**src/sv/mf_pkg.sv**
```systemverilog
// Package: shared constants, types and the lightness function for the median filter.
package mf_pkg;

  localparam int WINDOW   = 3;
  localparam int HIST     = WINDOW - 1;
  localparam int NWIN     = WINDOW * WINDOW;
  localparam int MED_RANK = NWIN / 2;
  localparam int RANK_W   = $clog2(NWIN);
  localparam int LINE_MAX = 1024;
  localparam int AW       = $clog2(LINE_MAX);
  localparam int LW_W     = 11;
  localparam int LW_RESET = 640;
  localparam int ROW_W    = 11;
  localparam int ROW_SAT  = 2047;

  // pixel packed {red, green, blue}
  typedef logic [23:0] pix_t;
  typedef logic [7:0]  lum_t;

  typedef struct packed {
    logic [WINDOW-1:0][23:0] pix;
    logic [WINDOW-1:0][7:0]  lum;
  } col_t;

  typedef logic [HIST-1:0][23:0] lb_word_t;

  typedef struct packed {
    logic          rd_en;
    logic [AW-1:0] rd_addr;
    logic          wr_en;
    logic [AW-1:0] wr_addr;
  } lb_ctl_t;

  function automatic lum_t lightness(input pix_t p);
    logic [7:0] r, g, b, mx, mn;
    logic [8:0] s;
    r  = p[23:16];
    g  = p[15:8];
    b  = p[7:0];
    mx = r;
    mn = r;
    if (g > mx) mx = g;
    if (b > mx) mx = b;
    if (g < mn) mn = g;
    if (b < mn) mn = b;
    s  = {1'b0, mx} + {1'b0, mn};
    return s[8:1];
  endfunction

endpackage

```
**src/sv/mf_cell.sv**
```systemverilog
// Window cell: holds one window column and loads the column on its d input on each shift.
module mf_cell (
  input  logic        clk,
  input  logic        shift_en,
  input  mf_pkg::col_t d,
  output mf_pkg::col_t q
);

  mf_pkg::col_t q_r;

  always_ff @(posedge clk) begin
    if (shift_en) begin
      q_r <= d;
    end
  end

  assign q = q_r;

endmodule

```
**config.mk**
```make
export PLATFORM = sky130hd
export DESIGN_NAME = mf_cell
export DESIGN_NICKNAME = d
export VERILOG_FILES = /design/src/sv/mf_pkg.sv /design/src/sv/mf_cell.sv
export SDC_FILE = /design/constraint.sdc
export NUM_CORES = 1
export LEC_CHECK = 0
export BUFFER_PORTS_ARGS = -buffer_cell sky130_fd_sc_hd__buf_2
export CORE_MARGIN = 1.5
export CORE_UTILIZATION = 44
export DETAILED_ROUTE_END_ITERATION = 6
export PLACE_DENSITY = 0.93
export SYNTH_ARGS = -nofsm -noshare
export SYNTH_HDL_FRONTEND = slang
export SYNTH_SLANG_ARGS = --single-unit
```
**constraint.sdc**
```tcl
create_clock -name clk -period 1.2 [get_ports clk]
set_clock_uncertainty 0.15 [all_clocks]
set_input_delay 0.06 -clock clk [delete_from_list [all_inputs] [get_ports clk]]
set_output_delay 0.06 -clock clk [all_outputs]
set_load 0.01 [all_outputs]
```
Yosys cells after proc, flatten, opt, wreduce, memory -nomap -nowiden
Cells that the tools add are included.
W data, S select, Z words.
- register bits after elaboration: 96
- input bits: 98
- latch bits: 0
- output and inout bits: 96
- bits in read-only memories: 0
- memories kept: 0
- memory bits (writable): 0
- logic and storage cells: 6
- equal/unequal tests: 0
- shift operators: 0
- add/subtract/negate cells: 0
- magnitude comparators: 0
- multiply operators: 0
- divide/modulo/power cells: 0
- reduce and logical (&&, ||, !) cells: 0
- bitwise gates (word level): 0
- muxes and demuxes: 0

Longest topological paths before layout
- depth after elaboration: 0
- gate-level depth with buffers: 0
- depth with buffers taken out: 0

Worst setup path after synthesis
Ideal clock, no wire load.
- path kind: flip-flop to output port
- from: reg q_r (netlist bit q[0])
- to: out q[0] (netlist name)
- required time: 0.990 ns
- path slack: 0.596 ns
- buffers on the path: 0
- cell stages (with the launch flop): 1
- data arrival time: 0.394 ns
- path through: edfxtp_1
- RTL lines (item ; line ; text):
    start: declaration ; mf_cell.sv:9 ; mf_pkg::col_t q_r;
    start signal: assignment ; mf_cell.sv:13 ; q_r <= d;
    end: declaration ; mf_cell.sv:6 ; output mf_pkg::col_t q
No word-level cell between the ends.

Final worst setup path
- from: in shift_en
- to: reg q_r (netlist bit q[27]) (enable)
- RTL lines (item ; line ; text):
    start: declaration ; mf_cell.sv:4 ; input logic shift_en,
No word-level cell between the ends.

==> metrics.txt <==
outcome complete, no violations; initial drt markers between 80 and 90; setup violators final 0; Crit path required time 1090 ps; Hold WC Path Type in -> reg; dpl hpwl approximately 4600 µm; hold path depth 2; Fin Setup TNS 0 ps; HP Start d[0]; crit end category flip-flop; post-synthesis register bit count 96; final period utilization 0.995; Pre-antenna DRT Iters 4; die area between 0.007 and 0.008 mm²; first-pass GRT wire length between 10000 and 15000 µm; top-count cell post-synth edfxtp_1; Top Ports between 150 and 200; vias 2173; gr usage total 0.241; wire length per cell approximately 17 µm; leading area contributor after synthesis edfxtp_1; PortBufs between 150 and 200; Mapped Nets just under 200; ANT cells 0; met3 wire len around 680 µm; endpoints failing hold 0; hold endpoint q[0]; startpoint types input pin; Synth top cells by count edfxtp_1 (96); dominant synthesized flop cell edfxtp_1; Layout area overhead 79.3%; setup ws final 5.98 ps; CTS tree built; Post-Place Worst Slack between 200 and 250 ps; met2 WL post-DR 4350 µm; GP Congestion a little over 0.8; setup bufs post-CTS 0; CTS Sinks 96; Worst VDD drop approximately 0.96 mV; Cell Area, Synth roughly 0.0029 mm²; Syn Inst Count 96; Slew Viols, Final 0; YS warnings 0; RSZ-0062 raised after global routing no; Top Layer Used met4; sequential fraction of the synthesis area 1.00; initial antenna violation count 0; share of the synthesized area in the top cell type 1.00; ys async rst share 0; Clock Tree Root clkbuf_8; vias in the first global route 2457; Avg Cell Area, Syn between 30 and 40 µm²; DIE WIDTH about 84 µm; largest net degree at the start of global routing 32; Yosys cell types 1; Crit Path Class in -> reg; Rel. slew slack 0.865; clock period minus worst slack roughly 1200 ps; max reg flops 96; layout cells sized above 1 0.523; Final nets 500; Power Density about 1300 mW/mm²; buffers from clock root to sink, at most 2; total power approximately 7000 µW; gr ovfl total 0; EDFF count, synth 96; Core Region between 0.006 and 0.007 mm²; post-layout util 0.814; max-cap violations 0; H-tree levels 3; final wirelength ~8100 µm; CP arrival approximately 1100 ps; Leak around 0.0022 µW; multi-input logic area 0 µm²; vias per cell roughly 4.5; Slew @ Worst Pin around 200 ps; # DRC 0; Clock transition at path regs ~90 ps; Initial Util 0.454; Die Y ~84 µm; Post-DRT Antenna Nets 0; maximum clock rate 0.838 GHz; Hold Slack ~270 ps; CP max FO 31; Num CTS Buffers 9; comb_multi_in 0; main area contributors after synthesis edfxtp_1 (100%); Post-Route M1 WL about 2800 µm; cell row count 29
-- layer usage --
layer  up-vias  track usage
met5         -            0
met4         0        0.107
met3        22       0.0861
met2       129        0.442
met1      1020        0.243
li1       1002            -
-- how the worst max path moves through the flow --
stage | startpoint | end | slack [ps] | cells past startpoint
3_5_place_dp | shift_en | q[14] | 210 | 2
5_1_grt | shift_en | q[77] | 3 | 3
6_report | shift_en | q[27] | 6 | 3
2_1_floorplan | q[0] | q[0] | 600 | 0
4_1_cts | shift_en | q[80] | 50 | 3
3_3_place_gp | shift_en | q[80] | 230 | 2
-- area by class of cell --
cell class,instances,area [µm²]
sequential,96,2880
fill,316,1180
clock buffer,10,128
timing repair buffer,295,2000
clock inverter,6,60.1
tap,77,96.3
-- cell families (layout without fill, tap and decap cells) --
kind of cell | count (synthesis) | count (layout) | share of synthesized area
buffers and inverters | 0 | 311 | 0
DFF | 96 | 96 | 1.00
-- report_power, final --
group          total (µW)  internal [µW]  leakage [µW]  switching (µW)
Sequential           4050           3980      0.000940            68.8
Combinational         905            501       0.00120             404
Clock                1980            953     0.0000920            1030
-- placed cells by master (no fill, tap or decap), drive strengths merged --
| cell | n |
|---|---|
| buf | 198 |
| dlygate4sd3 | 97 |
| edfxtp | 96 |
| clkbuf | 10 |
| clkinv | 3 |
| clkinvlp | 2 |
| bufinv | 1 |
-- stage by stage --
stage | cell area [µm²] | cells
floorplan | 2880 | 96
global placement | 4010 | 371
detailed placement | 4010 | 371
CTS | 5170 | 484
global route | 5170 | 484
finish | 5170 | 484
-- repair_timing --
action / CTS / global route
hold endpoints to repair: 103 / 0
gates resized for setup: 0 / 0
hold buffers: 97 / 0
-- critical path, stage by stage --
cell and delay, ps:
dlygate4sd3_1 540, buf_4 240, buf_12 230
No activity file was read; power rests on OpenSTA's default activity.
