### src/sv/mf_pkg.sv
// Package: shared constants, types and the lightness function for the median filter.
package mf_pkg;

  localparam int WINDOW   = 3;
  localparam int HIST     = WINDOW - 1;
  localparam int NWIN     = WINDOW * WINDOW;
  localparam int MED_RANK = NWIN / 2;
  localparam int RANK_W   = $clog2(NWIN);
  localparam int LINE_MAX = 1024;
  localparam int AW       = $clog2(LINE_MAX);
  localparam int LW_W     = 11;
  localparam int LW_RESET = 640;
  localparam int ROW_W    = 11;
  localparam int ROW_SAT  = 2047;

  // pixel packed {red, green, blue}
  typedef logic [23:0] pix_t;
  typedef logic [7:0]  lum_t;

  typedef struct packed {
    logic [WINDOW-1:0][23:0] pix;
    logic [WINDOW-1:0][7:0]  lum;
  } col_t;

  typedef logic [HIST-1:0][23:0] lb_word_t;

  typedef struct packed {
    logic          rd_en;
    logic [AW-1:0] rd_addr;
    logic          wr_en;
    logic [AW-1:0] wr_addr;
  } lb_ctl_t;

  function automatic lum_t lightness(input pix_t p);
    logic [7:0] r, g, b, mx, mn;
    logic [8:0] s;
    r  = p[23:16];
    g  = p[15:8];
    b  = p[7:0];
    mx = r;
    mn = r;
    if (g > mx) mx = g;
    if (b > mx) mx = b;
    if (g < mn) mn = g;
    if (b < mn) mn = b;
    s  = {1'b0, mx} + {1'b0, mn};
    return s[8:1];
  endfunction

endpackage

### src/sv/mf_rank.sv
// Rank stage: ranks window pixels by lightness and selects the middle-rank pixel.
module mf_rank (
  input  logic          clk,
  input  logic          rst_n,
  input  logic          en,
  input  logic          in_valid,
  input  logic          in_last,
  input  mf_pkg::col_t  win [mf_pkg::WINDOW],
  output logic          out_valid,
  output logic          out_last,
  output mf_pkg::pix_t  med
);

  mf_pkg::pix_t pix      [mf_pkg::NWIN];
  mf_pkg::lum_t lum      [mf_pkg::NWIN];
  logic [mf_pkg::RANK_W-1:0] cnt [mf_pkg::NWIN];
  logic [mf_pkg::NWIN-1:0]   sel_nxt;
  logic [mf_pkg::NWIN-1:0]   sel_r;
  mf_pkg::pix_t pix_r    [mf_pkg::NWIN];
  logic         valid_r;
  logic         last_r;

  // scan order: columns left to right, rows top to bottom
  always_comb begin
    for (int c = 0; c < mf_pkg::WINDOW; c++) begin
      for (int r = 0; r < mf_pkg::WINDOW; r++) begin
        pix[c*mf_pkg::WINDOW + r] = win[c].pix[r];
        lum[c*mf_pkg::WINDOW + r] = win[c].lum[r];
      end
    end
  end

  always_comb begin
    for (int k = 0; k < mf_pkg::NWIN; k++) begin
      cnt[k] = '0;
      for (int m = 0; m < mf_pkg::NWIN; m++) begin
        if ((lum[m] < lum[k]) || ((lum[m] == lum[k]) && (m < k))) begin
          cnt[k] = cnt[k] + 1'b1;
        end
      end
      sel_nxt[k] = (cnt[k] == mf_pkg::RANK_W'(mf_pkg::MED_RANK));
    end
  end

  always_ff @(posedge clk) begin
    if (en) begin
      sel_r  <= sel_nxt;
      last_r <= in_last;
      for (int k = 0; k < mf_pkg::NWIN; k++) begin
        pix_r[k] <= pix[k];
      end
    end
  end

  always_ff @(posedge clk) begin
    if (!rst_n) begin
      valid_r <= 1'b0;
    end else if (en) begin
      valid_r <= in_valid;
    end
  end

  always_comb begin
    med = '0;
    for (int k = 0; k < mf_pkg::NWIN; k++) begin
      med = med | (pix_r[k] & {24{sel_r[k]}});
    end
  end

  assign out_valid = valid_r;
  assign out_last  = last_r;

  a_sel_onehot: assert property (@(posedge clk) disable iff (!rst_n)
    valid_r |-> $onehot(sel_r))
    else $error("median select not one-hot");

endmodule

### config.mk
export PLATFORM = sky130hd
export DESIGN_NAME = mf_rank
export DESIGN_NICKNAME = d
export VERILOG_FILES = /design/src/sv/mf_pkg.sv /design/src/sv/mf_rank.sv
export SDC_FILE = /design/constraint.sdc
export NUM_CORES = 1
export LEC_CHECK = 0
export ABC_AREA = 0
export CORE_MARGIN = 3
export CORE_UTILIZATION = 59
export DETAILED_ROUTE_END_ITERATION = 7
export DONT_BUFFER_PORTS = 1
export GPL_ROUTABILITY_DRIVEN = 0
export GPL_TIMING_DRIVEN = 0
export PLACE_DENSITY = 0.82
export SETUP_SLACK_MARGIN = 0.2
export SYNTH_ARGS = -nofsm -noshare
export SYNTH_HDL_FRONTEND = slang
export SYNTH_SLANG_ARGS = --single-unit
### constraint.sdc
create_clock -name clk -period 6.5 [get_ports clk]
set_input_delay 1.3 -clock clk [delete_from_list [all_inputs] [get_ports clk]]
set_output_delay 1.3 -clock clk [all_outputs]
set_load 0.02 [all_outputs]
* Word level (Yosys, flattened, before mapping)
Memory sizes are Yosys's and may differ from the RTL's.
Index checks and enable logic that the tools add are counted.
** Storage, ports and cells
- Flip-flop bits (word level) :: 11
- Memory bits (writable) :: 216
- Input bits :: 293
- Output and inout bits :: 26
- Word-level logic and storage cells :: 338
- Memories :: 1
** Cells by class
- $add $sub $neg :: 72
- Order comparisons :: 81
- Equality and inequality tests :: 45
- Multiplexer cells :: 83
- Bitwise operators :: 17
- Reductions and logical operators :: 36
** Memory list
- pix_r :: words 9, bits a word 24, read ports 9, clocked after memory_dff 0, wr ports 9, RTL line mf_rank.sv:19 : mf_pkg::pix_t pix_r [mf_pkg::NWIN];
** Operators with widths (number)
- $lt A8 B8 Y1 :: 81
- $eq A8 B8 Y1 :: 36
- $mux W4 :: 69
- $add A4 B1 Y4 const B :: 61
- $and A24 B24 Y24 :: 9
- $or A24 B24 Y24 :: 8
- $eq A4 B3 Y1 const B :: 9
- $logic_or A1 B1 Y1 :: 36
- $add A1 B1 Y2 const B :: 8
- $mux W1 :: 11
- $add A2 B1 Y3 const B :: 2
- $add A3 B1 Y4 const B :: 1
- $mux W2 :: 2
- $mux W3 :: 1

* Longest topological paths before layout
Gate-level depths: netlist (run 1).
- Word-level depth :: 20
- Depth in mapped cells :: 29

* Least setup slack after synthesis (run 1)
Ideal clock, no wire load.
- Path type :: input to register
- Start :: input port win[97] (netlist name)
- End :: register sel_r[3] (netlist name) (data pin)
- Arrival time :: 6.316 ns
- Slack :: 0.033 ns
- Stages on the path :: 27
- Path buffers :: 1
- Cell sequence :: inv_1 > ha_1 > nor2b_1 > o21a_1 > o21a_1 > o21ai_1 > and2_1 > clkbuf_1 > inv_1 > ha_1 > or3_1 > a21oi_1 > nor4b_4 > ha_1 > nand2_1 > o41ai_1 > ha_1 > mux2_2 > ha_1 > mux2_2 > ha_1 > nor2_1 > nor2_1 > ha_1 > nor4_1 > nand2b_1 > a31oi_1
** Between the ends
- Word-level cells in the longest chain between the ends :: 20
- Elaborated cells on any way between the ends :: 33
** RTL lines
- from (decl) :: RTL line mf_rank.sv:8 : input mf_pkg::col_t win [mf_pkg::WINDOW],
- $lt A8 B8 Y1 or $eq A8 B8 Y1 (tied branches) :: RTL line mf_rank.sv:37 : if ((lum[m] < lum[k]) || ((lum[m] == lum[k]) && (m < k))) begin
- $logic_or A1 B1 Y1 :: RTL line mf_rank.sv:37
- $mux W1 :: RTL line mf_rank.sv:37
- $add A1 B1 Y2 :: RTL line mf_rank.sv:38 : cnt[k] = cnt[k] + 1'b1;
- $mux W4 :: RTL line mf_rank.sv:37
- $add A4 B1 Y4 :: RTL line mf_rank.sv:38
- $mux W4 :: RTL line mf_rank.sv:37
- $add A4 B1 Y4 :: RTL line mf_rank.sv:38
- [5 not listed]
- $add A4 B1 Y4 :: RTL line mf_rank.sv:38
- $mux W4 :: RTL line mf_rank.sv:37
- $add A4 B1 Y4 :: RTL line mf_rank.sv:38
- $mux W4 :: RTL line mf_rank.sv:37
- $add A4 B1 Y4 :: RTL line mf_rank.sv:38
- $mux W4 * :: RTL line mf_rank.sv:37
- $eq A4 B3 Y1 * :: RTL line mf_rank.sv:41 : sel_nxt[k] = (cnt[k] == mf_pkg::RANK_W'(mf_pkg::MED_RANK));
- net sel_nxt (one bit) :: RTL line mf_rank.sv:17 : logic [mf_pkg::NWIN-1:0] sel_nxt;
- to (signal assigned) :: RTL line mf_rank.sv:47 : sel_r <= sel_nxt;
- to (decl) :: RTL line mf_rank.sv:18 : logic [mf_pkg::NWIN-1:0] sel_r;
Mark *: on every way through the listed nets, which the timed path passes. The rest lies on a longest branch.
A chain may end at the register's enable or synchronous reset.

* Worst setup path in the final report (run 1)
- Start :: input port win[192] (netlist name)
- End :: register sel_r[3] (netlist name) (data pin)
** Between the ends
- Word-level cells in the longest chain between the ends :: 20
- Elaborated cells on any way between the ends :: 21
** RTL lines (RTL line)
- $lt A8 B8 Y1 or $eq A8 B8 Y1 (tied branches) :: mf_rank.sv:37
- $logic_or A1 B1 Y1 * :: mf_rank.sv:37
- $mux W1 * :: mf_rank.sv:37
- $add A1 B1 Y2 :: mf_rank.sv:38
- $mux W4 * :: mf_rank.sv:37
- $add A4 B1 Y4 :: mf_rank.sv:38
- $mux W4 * :: mf_rank.sv:37
- $add A4 B1 Y4 :: mf_rank.sv:38
- [5 not listed]
- $add A4 B1 Y4 :: mf_rank.sv:38
- $mux W4 * :: mf_rank.sv:37
- $add A4 B1 Y4 :: mf_rank.sv:38
- $mux W4 * :: mf_rank.sv:37
- $add A4 B1 Y4 :: mf_rank.sv:38
- $mux W4 * :: mf_rank.sv:37
- $eq A4 B3 Y1 * :: mf_rank.sv:41
- net sel_nxt (one bit) :: mf_rank.sv:17
Marked as above.

==> reports/qor.csv, run 1 <==
metric,value,unit
critPathLaunchType,input pin,
syn_avg_cell_area,10.9,um2
dpl_cell_area,19100,um2
cts_made_buffers,22,
worst_pin_slew,0.928,ns
die_h,183,um
path_buf_inv,4,
drive_gt1_frac,0.139,
routed_via_density,6.93,
synthFlopType,edfxtp_1,
clk_pin_slew,0.06,ns
instances_no_fill,2202,
cts_hold_buf,0,
fp.coreArea,30700,um2
synth.area.top_cells,"edfxtp_1 (37%), ha_1 (23%), a21oi_1 (2.9%)",
criticalPathCategory,in -> reg,
outcome,"finished, final reports clean",
clock_skew,0,ns
hp-class,reg -> reg,
relSlewSlack,0.381,
grt_pass1_wl,81300,um
dr_total_vias,15300,
clk_path_buf_depth,3,
fin_crit,6.15,ns
leakagePower,8.66,nW
grt_start_max_net_pins,228,
io_buffer_count,0,
final_core_util,0.679,
max_stage_delay,0.31,ns
fmax,0.163,GHz
cts_tree,yes,
critPathSlowestCell,a211o_1,
syn2layout_area_growth,12.6,%
synth_edf_count,226,
netlist_area,18500,um2
maxSlewViolCount,0,
fin_area,20900,um2
crit_family,adder cells,
cts_root_buf,clkbuf_16,
fin_hold_ws,0.667,ns
fin_nets,2424,
ios,319,
die_w,183,um
syn_inst,1697,
peakVddDrop,238,uV
cap_viol_max_count,0,
cts_sinks,227,
setup_viol,0,
rsz0062_at_grt,yes,
rows,64,
yosysWarnings,0,
dp.cells,2093,
first_pass_iters,5,
start_util,0.603,
critPathMostFrequentCell,ha_1,
fin_crit_sh,0.946,
synth-seq-cells,227,
syn_nets,2337,
dieArea,33600,um2
report.final.hold_viol_count,0,
pwr_density_cell,308,nW/um2
fillers,2186,
grt_usage,0.312,
cp_data_required_time,6.85,ns
synth_most_common_cell,ha_1,
crit_arrival,6.50,ns
antenna_left,0,
wl,57200,um
antenna_found_initial,12,
yosysTopAreaCellShare,0.366,
crit_path_end_kind,flop,
synth.distinct_cells,90,
ys_seq_area_frac,0.367,
synthTopCellsByCount,"ha_1 (347), edfxtp_1 (226), inv_1 (126)",
htree_levels,1,
grt-ovfl-total,0,
drtIter0Drc,1358,
hpwlAfterDp,42100,um
synth_async_sr_flop_share,0,
drc,0,
wire_per_inst,26.0,um
cp_max_fo,7,
grt_pass1_vias,14800,
clock_latency,0.50,ns
synth_area_leader_cell,edfxtp_1,
-- metal layers --
layer / vias up / global-route usage / part of all wire
li1: 6806 / - / -
met1: 7216 / 0.368 / 0.35
met2: 914 / 0.525 / 0.47
met3: 319 / 0.0746 / 0.11
met4: 10 / 0.176 / 0.068
met5: - / 0 / 0.0012
-- cell usage in the layout, fill, tap and decap left out, types with 15 or more instances in the layout --
| cell | n |
|---|---|
| nor3_1 | 18 |
| a22o_1 | 29 |
| clkinvlp_4 | 19 |
| nor2_1 | 46 |
| nor2b_1 | 42 |
| nand2_1 | 82 |
| ha_1 | 330 |
| clkbuf_1 | 22 |
| o211ai_1 | 21 |
| buf_4 | 62 |
| inv_1 | 103 |
| a22oi_1 | 27 |
| xor2_1 | 24 |
| nand3_1 | 48 |
| xnor2_1 | 49 |
| clkbuf_16 | 22 |
| ha_4 | 15 |
| o21ai_0 | 30 |
| a221oi_1 | 25 |
| edfxtp_1 | 226 |
| a21oi_1 | 100 |
| nand4_1 | 73 |
| a222oi_1 | 24 |
| a21o_1 | 37 |
| o21a_1 | 25 |
-- metrics by stage --
stage / TNS (ns) / power (mW) / setup WS, ns
2_1_floorplan: 0 / 4.20 / 0.199
3_5_place_dp: -4.33 / 4.89 / -0.923
4_1_cts: 0 / 6.14 / 0.160
5_1_grt: 0 / 6.83 / 0.125
3_3_place_gp: -2.67 / 4.70 / -0.704
6_report: 0 / 6.43 / 0.351
-- worst register-to-register path, cell delays in order, from the launching register on --
cell and delay, ns:
dfxtp_1 0.46, mux2i_1 0.12, nor2b_1 0.13
-- final timing paths --
kind / start / slack (ns) / to / depth (start not counted)
min reg2reg: out_valid$_SDFFE_PN0P_ / 0.67 / out_valid$_SDFFE_PN0P_ / 2
max: win[192] / 0.35 / sel_r[3]$_DFFE_PP_ / 27
max reg2reg: out_valid$_SDFFE_PN0P_ / 5.72 / out_valid$_SDFFE_PN0P_ / 2
min: out_valid$_SDFFE_PN0P_ / 0.67 / out_valid$_SDFFE_PN0P_ / 2
-- layout make-up --
cell class / instances / area (um2) / area share
clock buffers: 24 / 558 / 0.0267
multi-input cells: 1317 / 11700 / 0.562
diodes: 10 / 25.0 / 0.00120
plain buffers: 25 / 100 / 0.00480
flip-flops and latches: 227 / 6810 / 0.326
repair buffers: 63 / 485 / 0.0233
inverters: 128 / 557 / 0.0267
clock inverters: 12 / 121 / 0.00581
well taps: 396 / 495 / 0.0237
-- logic make-up (layout without fill, tap and decap cells) --
family                   Yosys count  count (layout)  share of synthesized area
AND/OR/NAND/NOR                  417             417                      0.124
multiplexers                      22              22                     0.0124
XOR/XNOR                         102             102                     0.0664
other                              0              10                          0
AO/OA/AOI/OAI                    429             429                      0.165
adder cells (fa/ha/maj)          347             347                      0.234
flip-flops                       227             227                      0.367
buffers and inverters            153             252                     0.0312
-- report_power, final --
group / total, mW / leakage, nW / switching, mW / internal [mW]
logic: 3.36 / 6.10 / 1.90 / 1.45
clock network: 1.20 / 0.334 / 0.500 / 0.698
registers: 1.88 / 2.22 / 0.102 / 1.78
total: 6.43 / 8.66 / 2.51 / 3.93
-- sequential cells by signal, indices dropped and copies added (netlist names) --
| name | cells |
|---|---|
| out_last | 1 |
| out_valid | 1 |
| sel_r | 9 |
| pix_r | 216 |
-- timing repair --
action,4_1_cts,5_1_grt
resized for setup,23,90
endpoints found under the setup margin,7,9
buffers inserted,11,52
pin swaps,6,23
No activity file was read; power rests on OpenSTA's default activity.
==> run 2: changes to the inputs <==
==> constraint.sdc (replaced) <==
create_clock -name clk -period 6.5 [get_ports clk]
set_input_delay 0.65 -clock clk [delete_from_list [all_inputs] [get_ports clk]]
set_output_delay 0.65 -clock clk [all_outputs]
set_load 0.02 [all_outputs]
==> run 2 against run 1 <==
The flow now finishes with violations (design-rule violations). Via count decreased by 3.3%. Critical path type unchanged. Cell area decreased by 5.3%. Non-clock buffer count down 63. First-iteration DRC count rose by 9.1%.
==> reports/qor.csv, run 2 (synthesis gave the netlist of run 1 again) <==
metric,value,unit,change
cp_data_required_time,6.79,ns,-0.06 ns
seqPwrFrac,0.308,,+0.016
hp-class,in -> reg,,
critPathSlowestCell,o22ai_1,,
cts_made_buffers,23,,+4.5%
pwr_density_cell,309,nW/um2,+0.35%
final_core_util,0.643,,-0.0361
peakVddDrop,267,uV,+12%
drive_gt1_frac,0.0588,,-0.0798
clk_pin_slew,0.06,ns,about the same
reg2reg_to,out_valid$_SDFFE_PN0P_,,
maxSlewViolCount,0,,unchanged
grt-ovfl-total,0,,unchanged
dr_total_vias,14800,,-3.3%
largest-register,pix_r,,
die_h,183,um,unchanged
htree_levels,1,,unchanged
die_w,183,um,unchanged
antenna_found_initial,12,,unchanged
cts_sinks,227,,unchanged
largest_register_ffs,216,,unchanged
path_buf_inv,3,,-1
combPwrFrac,0.499,,-0.023
fillers,2328,,+6.5%
grt_pass1_vias,14500,,-2.4%
regArea,6810,um2,unchanged
first_pass_iters,8,,+3
wire_per_inst,25.6,um,-1.5%
worst_pin_slew,0.945,ns,+0.0167 ns
p_switching,2.40,mW,-4.4%
relSlewSlack,0.370,,-0.0111
swShare,0.392,,+0.00234
reg.largest.list,"pix_r (216), sel_r (9)",,
cp_max_fo,8,,+1
worstSetupStartpoint,win[192],,
r2r_slack,5.76,ns,+0.04 ns
critPathLaunchType,input pin,,
crit_end,sel_r[2]$_DFFE_PP_,,
drtIter0Drc,1481,,+9.1%
cp.depth,26,,-3.7%
rows,64,,unchanged
mostFrequentLayoutCell,ha_1,,
fin_nets,2362,,-2.6%
grt_pass1_wl,80700,um,-0.71%
routed_via_density,6.88,,-0.70%
clkPwrFrac,0.193,,+0.007
antenna_left,0,,unchanged
dpl_cell_area,19000,um2,-0.20%
fmax,0.164,GHz,+0.63%
wl,54900,um,-4.0%
crit_path_end_kind,flop,,
hpwlAfterDp,42400,um,+0.70%
critPathMostFrequentCell,ha_1,,
fin_area,19800,um2,-5.3%
max_stage_delay,0.43,ns,+0.12 ns
violations,design-rule violations,,
power,6.11,mW,-5.0%
setup_viol,0,,unchanged
p_int,3.72,mW,-5.3%
reg2reg_from,out_valid$_SDFFE_PN0P_,,
final.setup.tns,0,ns,unchanged
cts_root_buf,clkbuf_16,,
fp.coreArea,30700,um2,unchanged
criticalPathCategory,in -> reg,,
final_cell_mix,"ha_1 (347), edfxtp_1 (226), inv_1 (125)",,
post-cts-setup-buffer-count,0,,-11
clock_latency,0.52,ns,+0.02 ns
fin_crit_sh,0.940,,-0.00591
ios,319,,unchanged
rsz0062_at_grt,yes,,
leakagePower,8.39,nW,-3.1%
cap_viol_max_count,0,,unchanged
cts_tree,yes,,
crit_family,adder cells,,
drc,1,,+1
syn2layout_area_growth,6.62,%,
fin_crit,6.11,ns,-0.0384 ns
report.final.hold_viol_count,0,,unchanged
clock_skew,0,ns,unchanged
crit_arrival,6.40,ns,-0.10 ns
outcome,finished with violations,,
multi_input_area,11200,um2,-4.6%
dieArea,33600,um2,unchanged
io_buffer_count,0,,unchanged
grt_usage,0.309,,-0.00301
rr_worst_depth,2,,unchanged
start_util,0.603,,unchanged
cts_hold_buf,0,,unchanged
grt_start_max_net_pins,228,,unchanged
clk_path_buf_depth,3,,unchanged
## run 2: changes by cell type in the layout (fill, tap and decap cells not counted), sizes merged
cell / delta
buf: -63
clkinvlp: -18
inv: +18
diode: +5
clkbuf: +3
bufinv: -2
## run 2: worst min-delay path by stage
stage                                 from                      end  depth (start not counted)
floorplan           out_valid$_SDFFE_PN0P_   out_valid$_SDFFE_PN0P_                          2
global placement    out_valid$_SDFFE_PN0P_   out_valid$_SDFFE_PN0P_                          2
detailed placement  out_valid$_SDFFE_PN0P_   out_valid$_SDFFE_PN0P_                          2
CTS                               win[134]   pix_r[0][86]$_DFFE_PP_                          0
global route                       win[75]  pix_r[0][195]$_DFFE_PP_                          0
finish                            win[124]   pix_r[0][76]$_DFFE_PP_                          0
## run 2: layout make-up
cell class / count / share of cell area
Clock inverter: 10 / 0.00329
Antenna cell: 15 / 0.00190
Tap cell: 396 / 0.0251
Multi-Input combinational cell: 1317 / 0.566
Inverter: 128 / 0.0245
Sequential cell: 227 / 0.344
Buffer: 25 / 0.00500
Clock buffer: 27 / 0.0299
## run 2: layer usage
| layer | global-route usage | part of all wire | routed length [um] |
|---|---|---|---|
| met1 | 0.367 | 0.36 | 20000 |
| met2 | 0.533 | 0.48 | 26200 |
| met3 | 0.0710 | 0.10 | 5640 |
| met4 | 0.147 | 0.055 | 3020 |
| met5 | 0 | 0.00015 | 8 |
## run 2: stage by stage
step | setup WS (ns) | hold slack, ns | instances
4_1_cts | 0.205 | 0.211 | 2130
3_3_place_gp | -0.146 | 0.608 | 2093
5_1_grt | 0.0157 | 0.208 | 2138
6_report | 0.389 | 0.226 | 2145
2_1_floorplan | 0.683 | 0.589 | 1697
3_5_place_dp | -0.311 | 0.649 | 2093
## run 2: timing repair
action | CTS | global route
gates resized for setup | 0 | 11
endpoints found under the hold margin | 0 | 0
endpoints found under the setup margin | 0 | 4
## run 2: power groups by stage
stage / registers (mW) / clock network [mW] / logic, mW
2_1_floorplan: 1.85 / 0 / 2.34
3_3_place_gp: 1.90 / 0 / 2.79
3_5_place_dp: 1.91 / 0 / 2.98
4_1_cts: 1.88 / 1.19 / 3.00
5_1_grt: 1.89 / 1.25 / 3.39
6_report: 1.88 / 1.18 / 3.05
==> run 3: changes to the inputs <==
--- a/config.mk
+++ b/config.mk
@@ -7,12 +7,12 @@
 export LEC_CHECK = 0
 export ABC_AREA = 0
 export CORE_MARGIN = 3
-export CORE_UTILIZATION = 59
+export CORE_UTILIZATION = 57
 export DETAILED_ROUTE_END_ITERATION = 7
 export DONT_BUFFER_PORTS = 1
 export GPL_ROUTABILITY_DRIVEN = 0
 export GPL_TIMING_DRIVEN = 0
-export PLACE_DENSITY = 0.82
+export PLACE_DENSITY = 0.79
 export SETUP_SLACK_MARGIN = 0.2
 export SYNTH_ARGS = -nofsm -noshare
 export SYNTH_HDL_FRONTEND = slang
==> run 3 against run 2 <==
The flow now finishes without violations. Global-route usage fell by 1.2 points. First-iteration DRC count rose by 0.14%. Power rose by 0.60%. Combinational power barely moved. Via count barely moved. Cell count rose by 1.9%. Worst setup slack improved by 0.069 ns. Cell area rose by 0.46%. Clock power rose by 3%. Sequential cell count did not move.
==> reports/qor.csv, run 3 (synthesis gave the netlist of run 1 again) <==
metric,value,unit,change
reg.largest.list,"pix_r (216), sel_r (9)",,
fin_hold_ws,0.215,ns,-0.0108 ns
grt-ovfl-total,0,,unchanged
max_stage_delay,0.34,ns,-0.09 ns
hp-class,in -> reg,,
die_w,186,um,+1.7%
p_int,3.76,mW,+1.1%
clkPwrFrac,0.199,,+0.006
final_cell_mix,"ha_1 (346), edfxtp_1 (226), inv_1 (125)",,
r2r_slack,5.77,ns,about the same
first_pass_iters,6,,-2
rsz0062_at_grt,yes,,
fin_crit,6.04,ns,-0.0691 ns
critPathLaunchType,input pin,,
fin_ws,0.458,ns,+0.0691 ns
die_h,186,um,+1.7%
critPathSlowestCell,a211oi_1,,
wire_per_inst,25.0,um,-2.2%
criticalPathCategory,in -> reg,,
cp_max_fo,7,,-1
htree_levels,1,,unchanged
grt_usage,0.297,,-0.0118
cts_sinks,227,,unchanged
critPathMostFrequentCell,ha_1,,
cp_data_required_time,6.79,ns,about the same
syn2layout_area_growth,7.11,%,
setup_viol,0,,unchanged
rows,65,,+1.6%
cap_viol_max_count,0,,unchanged
antenna_found_initial,10,,-2
outcome,"finished, final reports clean",,
clk_pin_slew,0.06,ns,about the same
largest_register_ffs,216,,unchanged
fillers,2454,,+5.4%
grt_pass1_wl,80700,um,about the same
fin_crit_sh,0.930,,-0.0106
drtIter0Drc,1483,,+0.14%
dpl_cell_area,19100,um2,+0.26%
fin_area,19900,um2,+0.46%
antenna_left,0,,unchanged
maxSlewViolCount,0,,unchanged
grt_pass1_vias,14400,,-0.19%
clock_latency,0.53,ns,about the same
multi_input_area,11200,um2,about the same
crit_arrival,6.34,ns,-0.06 ns
relSlewSlack,0.408,,+0.0384
seqPwrFrac,0.306,,-0.002
cts_root_buf,clkbuf_16,,
fp.coreArea,31800,um2,+3.4%
dr_total_vias,14800,,+0.081%
dpl_worst_slack,-0.326,ns,-0.0159 ns
power,6.15,mW,+0.60%
pwr_density_cell,310,nW/um2,+0.15%
worst_pin_slew,0.887,ns,-0.0576 ns
regArea,6810,um2,unchanged
drc,0,,-1
wl,54700,um,-0.28%
leakagePower,8.40,nW,+0.20%
swShare,0.389,,-0.00315
routed_via_density,6.76,,-1.8%
report.final.hold_viol_count,0,,unchanged
dieArea,34700,um2,+3.4%
fin_nets,2362,,unchanged
mostFrequentLayoutCell,ha_1,,
start_util,0.583,,-0.0199
cts_made_buffers,23,,unchanged
io_buffer_count,0,,unchanged
fmax,0.166,GHz,+1.1%
grt_start_max_net_pins,228,,unchanged
drive_gt1_frac,0.0593,,+0.000474
largest-register,pix_r,,
crit_path_end_kind,flop,,
ios,319,,unchanged
clk_path_buf_depth,3,,unchanged
hpwlAfterDp,41400,um,-2.3%
final_core_util,0.624,,-0.0184
peakVddDrop,213,uV,-20%
combPwrFrac,0.495,,-0.004
post-cts-setup-buffer-count,0,,unchanged
clock_skew,0,ns,unchanged
cts_tree,yes,,
p_switching,2.39,mW,-0.21%
-- run 3: final cells by class --
cell class              instances  share of cell area
diodes                         14             0.00176
plain buffers                  25             0.00498
clock buffers                  29              0.0301
clock inverters                11             0.00466
inverters                     128              0.0244
multi-input cells            1317               0.564
flip-flops and latches        227               0.343
well taps                     435              0.0274
-- run 3: stage by stage --
stage / TNS, ns / std cells
finish: 0 / 2186
global placement: -0.175 / 2132
detailed placement: -0.949 / 2132
global route: 0 / 2183
CTS: 0 / 2172
floorplan: 0 / 1697
-- run 3: metal layers --
layer / up-vias / GRT usage / wire [um]
met5: - / 0 / 8
met4: 2 / 0.140 / 2830
met3: 187 / 0.0582 / 5400
met2: 802 / 0.508 / 25900
met1: 7095 / 0.363 / 20600
li1: 6692 / - / -
-- run 3: repair_timing --
item / in CTS / in global routing
gates resized for setup: 1 / 12
hold buffers: 0 / 0
setup endpoints to repair: 1 / 4
-- run 3: power groups by stage --
stage                     registers, mW  logic, mW  clock network (mW)
after global routing               1.89       3.38                1.31
after CTS                          1.88       3.00                1.24
after detailed placement           1.90       2.97                   0
after global placement             1.90       2.80                   0
final                              1.88       3.05                1.22
after floorplan                    1.85       2.34                   0
-- run 3: worst max-delay path: cells and delay by family --
kind | cells | cell delay (ns)
fa+ha+maj | 7 | 2.03
simple gates | 8 | 1.23
compound gates | 7 | 1.34
buf+inv | 3 | 0.19
xor+xnor | 1 | 0.28
mux | 2 | 0.60
-- run 3: worst paths after layout --
path                                 end  cells past startpoint              startpoint
setup reg to reg  out_valid$_SDFFE_PN0P_                      2  out_valid$_SDFFE_PN0P_
hold reg to reg   out_valid$_SDFFE_PN0P_                      2  out_valid$_SDFFE_PN0P_
hold / removal    pix_r[0][89]$_DFFE_PP_                      0                win[137]
setup / recovery      sel_r[2]$_DFFE_PP_                     28                win[209]
